===== config.mk =====
export PLATFORM = sky130hd
export DESIGN_NAME = eltd_ctrl
export DESIGN_NICKNAME = d
export VERILOG_FILES = /design/src/rtl/core/eltd_pkg.sv /design/src/rtl/core/eltd_ctrl.sv
export SDC_FILE = /design/constraint.sdc
export NUM_CORES = 1
export LEC_CHECK = 0
export BUFFER_PORTS_ARGS = -buffer_cell sky130_fd_sc_hd__buf_2
export CORE_AREA = 2 2 39 41
export CTS_CLUSTER_DIAMETER = 50
export DETAILED_ROUTE_END_ITERATION = 8
export DIE_AREA = 0 0 41 43
export PLACE_DENSITY = 0.65
export SYNTH_ARGS = -nofsm -noshare
export SYNTH_HDL_FRONTEND = slang
export SYNTH_SLANG_ARGS = --single-unit

===== constraint.sdc =====
create_clock -name clk -period 3.5 [get_ports clk]
set_clock_uncertainty 0.05 [all_clocks]
set_input_delay 0.35 -clock clk [delete_from_list [all_inputs] [get_ports clk]]
set_output_delay 0.35 -clock clk [all_outputs]
set_load 0.005 [all_outputs]

===== src/rtl/core/eltd_pkg.sv =====
// Shared types and constants of the exclusive lock table with deadlock detection.
// Used by eltd_ctrl, eltd_dp and exclusive_lock_table_deadlock_top; no dependencies.
`default_nettype none

package eltd_pkg;

  localparam int MAX_TXNS = 64;
  localparam int TXN_W    = 6;
  localparam int REC_W    = 32;
  localparam int TO_W     = 16;
  localparam int STS_W    = 3;
  localparam int WCNT_W   = 7;

  localparam logic [TO_W-1:0] TIMEOUT_RESET = 16'd1000;

  localparam logic [1:0] FN_ACQUIRE = 2'd0;
  localparam logic [1:0] FN_RELEASE = 2'd1;
  localparam logic [1:0] FN_TICK    = 2'd2;

  localparam logic [STS_W-1:0] ST_GRANTED  = 3'd0;
  localparam logic [STS_W-1:0] ST_HELD     = 3'd1;
  localparam logic [STS_W-1:0] ST_WAITING  = 3'd2;
  localparam logic [STS_W-1:0] ST_DEADLOCK = 3'd3;
  localparam logic [STS_W-1:0] ST_TIMEOUT  = 3'd4;
  localparam logic [STS_W-1:0] ST_WAKE     = 3'd5;
  localparam logic [STS_W-1:0] ST_RELEASED = 3'd6;
  localparam logic [STS_W-1:0] ST_FULL     = 3'd7;

  typedef enum logic [3:0] {
    S_IDLE, S_LSCAN, S_LDEC, S_WALK, S_WALKRD, S_SETWAIT,
    S_WSCAN, S_RDONE, S_FLUSH
  } ctrl_state_t;

  typedef enum logic [2:0] {
    PS_NONE, PS_HELD, PS_GRANT, PS_FULL, PS_DL_REQ, PS_DL_HOLD, PS_WAIT, PS_REL
  } push_sel_t;

  typedef struct packed {
    logic      load;
    logic      lscan;
    logic      walk_init;
    logic      walk;
    logic      walk_adv;
    logic      wscan;
    logic      flush;
    push_sel_t push;
  } dp_cmd_t;

  typedef struct packed {
    logic [1:0] func;
    logic       hit;
    logic       held_self;
    logic       free_found;
    logic       lscan_done;
    logic       walk_hit;
    logic       walk_stop;
    logic       req_victim;
    logic       wscan_done;
  } dp_stat_t;

  typedef struct packed {
    logic [TXN_W-1:0] owner;
    logic [REC_W-1:0] rec;
  } lock_ent_t;

  typedef struct packed {
    logic [TXN_W-1:0] target;
    logic [TO_W-1:0]  count;
  } wait_ent_t;

endpackage

`default_nettype wire


===== src/rtl/core/eltd_ctrl.sv =====
// Sequencer of the lock table: walks each item through scans, chain walk and flush.
// Depends on eltd_pkg; drives eltd_dp through dp_cmd_t and reads dp_stat_t.
`default_nettype none

module eltd_ctrl (
  input  wire logic               clk,
  input  wire logic               rst,
  input  wire logic               start,
  input  wire logic [1:0]         func,
  input  wire eltd_pkg::dp_stat_t stat,
  output eltd_pkg::dp_cmd_t       cmd,
  output logic                    busy
);

  eltd_pkg::ctrl_state_t state, state_next;

  always_ff @(posedge clk) begin
    if (rst) begin
      state <= eltd_pkg::S_IDLE;
    end else begin
      state <= state_next;
    end
  end

  always_comb begin
    state_next = state;
    unique case (state)
      eltd_pkg::S_IDLE: begin
        if (start) begin
          priority case (func)
            eltd_pkg::FN_ACQUIRE: state_next = eltd_pkg::S_LSCAN;
            eltd_pkg::FN_RELEASE: state_next = eltd_pkg::S_LSCAN;
            eltd_pkg::FN_TICK:    state_next = eltd_pkg::S_WSCAN;
            default:              state_next = eltd_pkg::S_IDLE;
          endcase
        end
      end
      eltd_pkg::S_LSCAN: begin
        if (stat.func == eltd_pkg::FN_RELEASE) begin
          if (stat.lscan_done) state_next = eltd_pkg::S_WSCAN;
        end else if (stat.hit || stat.lscan_done) begin
          state_next = eltd_pkg::S_LDEC;
        end
      end
      eltd_pkg::S_LDEC: begin
        if (stat.hit && !stat.held_self) state_next = eltd_pkg::S_WALK;
        else                             state_next = eltd_pkg::S_FLUSH;
      end
      eltd_pkg::S_WALK: begin
        if (stat.walk_hit) begin
          state_next = stat.req_victim ? eltd_pkg::S_FLUSH : eltd_pkg::S_SETWAIT;
        end else if (stat.walk_stop) begin
          state_next = eltd_pkg::S_SETWAIT;
        end else begin
          state_next = eltd_pkg::S_WALKRD;
        end
      end
      eltd_pkg::S_WALKRD:  state_next = eltd_pkg::S_WALK;
      eltd_pkg::S_SETWAIT: state_next = eltd_pkg::S_FLUSH;
      eltd_pkg::S_WSCAN: begin
        if (stat.wscan_done) begin
          state_next = (stat.func == eltd_pkg::FN_RELEASE) ? eltd_pkg::S_RDONE
                                                            : eltd_pkg::S_FLUSH;
        end
      end
      eltd_pkg::S_RDONE: state_next = eltd_pkg::S_FLUSH;
      eltd_pkg::S_FLUSH: state_next = eltd_pkg::S_IDLE;
      default:           state_next = eltd_pkg::S_IDLE;
    endcase
  end

  always_comb begin
    cmd  = '0;
    cmd.push = eltd_pkg::PS_NONE;
    busy = (state != eltd_pkg::S_IDLE);
    unique case (state)
      eltd_pkg::S_IDLE:  cmd.load  = start;
      eltd_pkg::S_LSCAN: cmd.lscan = 1'b1;
      eltd_pkg::S_LDEC: begin
        if (stat.hit) begin
          if (stat.held_self) cmd.push = eltd_pkg::PS_HELD;
          else                cmd.walk_init = 1'b1;
        end else if (stat.free_found) begin
          cmd.push = eltd_pkg::PS_GRANT;
        end else begin
          cmd.push = eltd_pkg::PS_FULL;
        end
      end
      eltd_pkg::S_WALK: begin
        if (stat.walk_hit) begin
          cmd.push = stat.req_victim ? eltd_pkg::PS_DL_REQ : eltd_pkg::PS_DL_HOLD;
        end else if (!stat.walk_stop) begin
          cmd.walk = 1'b1;
        end
      end
      eltd_pkg::S_WALKRD:  cmd.walk_adv = 1'b1;
      eltd_pkg::S_SETWAIT: cmd.push = eltd_pkg::PS_WAIT;
      eltd_pkg::S_WSCAN:   cmd.wscan = 1'b1;
      eltd_pkg::S_RDONE:   cmd.push = eltd_pkg::PS_REL;
      eltd_pkg::S_FLUSH:   cmd.flush = 1'b1;
      default: ;
    endcase
  end

  ctrl_walk_ends: assert property (@(posedge clk) disable iff (rst)
    state == eltd_pkg::S_WALKRD |=> state == eltd_pkg::S_WALK)
    else $error("walk read not followed by walk check");

  ctrl_flush_idle: assert property (@(posedge clk) disable iff (rst)
    state == eltd_pkg::S_FLUSH |=> !busy)
    else $error("item did not end after flush");

  ctrl_load_idle: assert property (@(posedge clk) disable iff (rst)
    cmd.load |-> start && !busy)
    else $error("item loaded while busy");

endmodule

`default_nettype wire


Yosys cells after proc, flatten, opt, wreduce, memory -nomap -nowiden
Index checks and enable logic that the tools add are counted.
{"block": "totals", "output_inout_bits": 11, "ff_bits": 4, "elab_cells": 54, "inputBits": 15}
{"block": "classes", "muxes": 29, "n_reduce_logical": 9, "n_eq_ne": 15}
{"cell": "$mux W4", "count": 9}
{"cell": "$pmux W4 S7", "count": 1}
{"cell": "$eq A4 B3 Y1 const B", "count": 4}
{"cell": "$mux W1", "count": 15}
{"cell": "$pmux W3 S4", "count": 1}
{"cell": "$eq A4 B2 Y1 const B", "count": 2}
{"cell": "$mux W3", "count": 2}
{"cell": "$ne A3 B3 Y1 const B", "count": 2}
{"cell": "$pmux W3 S2", "count": 1}
{"cell": "$eq A2 B1 Y1 const B", "count": 2}
{"cell": "$eq A4 B1 Y1 const B", "count": 1}
{"cell": "$eq A4 B4 Y1 const B", "count": 1}
{"cell": "$logic_not A4 Y1", "count": 1}
{"cell": "$ne A2 B2 Y1 const B", "count": 2}
{"cell": "$reduce_and A4 Y1", "count": 1}
{"cell": "$reduce_bool A4 Y1", "count": 1}
{"cell": "$reduce_or A2 Y1", "count": 2}
{"cell": "$eq A2 B2 Y1 const B", "count": 1}
{"cell": "$logic_not A2 Y1", "count": 1}
{"cell": "$logic_and A1 B1 Y1", "count": 1}
{"cell": "$logic_not A1 Y1", "count": 1}
{"cell": "$logic_or A1 B1 Y1", "count": 1}

Longest topological paths before layout
{"block": "depth", "depth_word": 5, "mapped_depth": 5}

Worst setup path before layout
OpenSTA, ideal clock, no wires.
{"block": "synth_timing", "kind": "register to output", "startpoint": "register state[2]", "endpoint": "output cmd[1] (netlist name)", "stages_incl_launch_ff": 5, "setup_slack_ps": 1974, "t_required_ps": 3100, "t_arrival_ps": 1126, "cell_sequence": "dfxtp_1 > buf_2 > nand2b_1 > or3_1 > a21oi_1"}
{"element": "start: declaration", "line": "eltd_ctrl.sv:15", "text": "eltd_pkg::ctrl_state_t state, state_next;"}
{"element": "start signal: assignment", "line": "eltd_ctrl.sv:19", "text": "state <= eltd_pkg::S_IDLE;"}
{"element": "start signal: assignment", "line": "eltd_ctrl.sv:21", "text": "state <= state_next;"}
{"element": "end: declaration", "line": "eltd_ctrl.sv:11", "text": "output eltd_pkg::dp_cmd_t cmd,"}

==> flow_summary.toml <==
[outcome]
status = "finished, final reports clean"

[die]
dieArea_um2 = 1760
pin_count = 26
placementRows = 14
coreArea_um2 = 1380
start_util_pct = 32.3
die-height_um = 43
die_w_um = 41

[routing]
drt_wl_total_um = 1270
drcViolationCount = 0
routedWlPerCell_um = 12.2
drt-initial-drc-count = 13
num_vias = 571
vias_per_cell = 5.49
first_pass_iters = 4
antenna_left = 0

[pwr]
power_density_nw_per_um2 = 399
ir_drop_mv = 0.152
total_power_w = 0.000238
leakage_nw = 0.261

[global_route]
grt_pass1_wl_um = 1970
grtUsageTotal_pct = 16.3
grt_max_degree = 16
first_global_vias = 497
grt_overflow_total = 0
antenna_found_initial = 0

[sta]
post-route-period-util_pct = 58.5
max_slew.worst_pin.slew_ps = 456
slew_violations = 0
rsz0062_at_grt = "no"
timing.setup.tns_ps = 0
setup_viol = 0
fmax_mhz = 488
finalHoldViolations = 0
slew_headroom_pct = 68.8
layout_min_cycle_time_ps = 2050
holdWs_ps = 266

[critical_path]
reg2reg_to = "state[2]"
ff2ff_setup_slack_ps = 1820
critical_path.top_delay_family = "flip-flops"
critPathLaunchType = "register"
cp_num_buf_inv = 1
cp.arrival_ps = 1650
worst_setup_path_end_kind = "primary output"
critPathLaunch = "state[1]"
slowest_delay_ps = 590
path_cells = "nand2b_1 -> or3_1 -> a21oi_1 -> buf_2"
crit_type = "register to primary output"
crit_fanout = 15
reg2regPathDepth = 4
required_ps = 3100
crit_cells = 4
timing.rr.start = "state[1]"
cpMaxStageDelayCell = "dfxtp_1"

[cells_and_area]
antenna_cells = 0
regMostFlops = "state"
syn2layout_area_growth_pct = 33.3
fin_nets = 105
largest_register_ffs = 4
finish.utilization_pct = 43.0
top_regs = "state x4"
drive_gt1_share_pct = 36.4

[synthesis]
syn_nets = 79
syn_avg_cell_area_um2 = 6.98
yosysTopAreaCellShare_pct = 17.9
synth-edff-count = 0
ys_seq_area_share_pct = 17.9
async_flop_share_pct = 0
synth_cells = 64
synthDistinctLibCells = 30
synth.area.top_cells = "dfxtp_1 18%, a21oi_1 7.8%, nor2_1 7.6%"
ys.flop_type = "dfxtp_1"
yosys_warnings = 0
yosysTopAreaCell = "dfxtp_1"
yosysMostFrequentCell = "nor2_1"
ys_ff_latch = 4
synthesis.area_um2 = 447
synthTopCellsByCount = "9 x nor2_1, 7 x a21oi_1, 4 x dfxtp_1, 4 x inv_1, 4 x nand2b_1"

[hold_path]
hold_path_class = "input pin to register"
hold_depth = 2
hp-start = "rst"
hold_end = "state[1]"

[cts]
clk_path_buf_depth = 2
cts_buffers = 3
cts.sinks = 4
cts_resized = 0
cts.clk_slew.worst_paths_ps = 40
cts_hold_buf = 0
cts-root-buf = "clkbuf_4"
cts-htree-levels = 1
clk_latency_ps = 230
cts_setup_buffers = 0
cts_tree = "yes"

[place]
dp_hpwl_um = 1010
io_buffers = 25
place_congestion = 0.813

[run]
cap_violations = 0
## power by group
part | internal, W | switching (W) | total [W]
clock network | 0.0000382 | 0.0000164 | 0.0000546
logic | 0.0000542 | 0.0000564 | 0.000111
registers | 0.0000525 | 0.0000202 | 0.0000727
## per-layer routing
metal	routed length, µm	global-route usage [%]	share of wire [%]
met2	569	25.9	45
met4	0	6.00	0
met5	0	0	0
met3	105	4.19	8.3
met1	594	20.0	47
## cells by family (layout without fill, tap and decap cells)
group / after synthesis / in the layout / share of synthesized area (%)
flip-flops: 4 / 4 / 17.9
buffers and inverters: 8 / 32 / 7.56
AO/OA/AOI/OAI: 19 / 19 / 31.7
AND/OR/NAND/NOR: 33 / 33 / 42.9
## how the worst max path moves through the flow
stage	to	slack, ps
floorplan	cmd[1]	1970
global placement	cmd[1]	1750
detailed placement	cmd[1]	1710
CTS	cmd[1]	1460
global route	cmd[1]	1340
finish	cmd[1]	1450
## cell usage in the layout (no fill, tap or decap)
cell type   n
buf_2      25
nor2_1      9
a21oi_1     7
nand2b_1    4
inv_1       4
dfxtp_1     4
nand2_1     3
a211oi_1    3
clkbuf_4    3
nor3_1      2
or3_1       2
nor4_1      2
nand3b_1    2
o311ai_1    2
or2_1       1
or2_2       1
nand4_1     1
nor2b_1     1
o32ai_1     1
or4_4       1
nor3b_1     1
a2111o_1    1
and2_1      1
a221oi_1    1
a2111oi_0   1
a311oi_2    1
o31ai_1     1
a31oi_1     1
or3b_1      1
nor3b_2     1
## layout make-up
| class | count | area, µm² |
|---|---|---|
| repair buffers | 25 | 125 |
| clock buffers | 3 | 22.5 |
| well taps | 16 | 20.0 |
| flip-flops and latches | 4 | 80.1 |
| multi-input cells | 52 | 333 |
| inverters | 4 | 15.0 |
| fillers | 149 | 788 |
## per-stage QoR
step	setup WS [ps]	instance area (µm²)	cells
finish	1450	596	104
detailed placement	1710	573	101
CTS	1460	596	104
global route	1340	596	104
global placement	1750	573	101
floorplan	1970	447	64
Note: power is estimated with default switching activity, not from simulation.
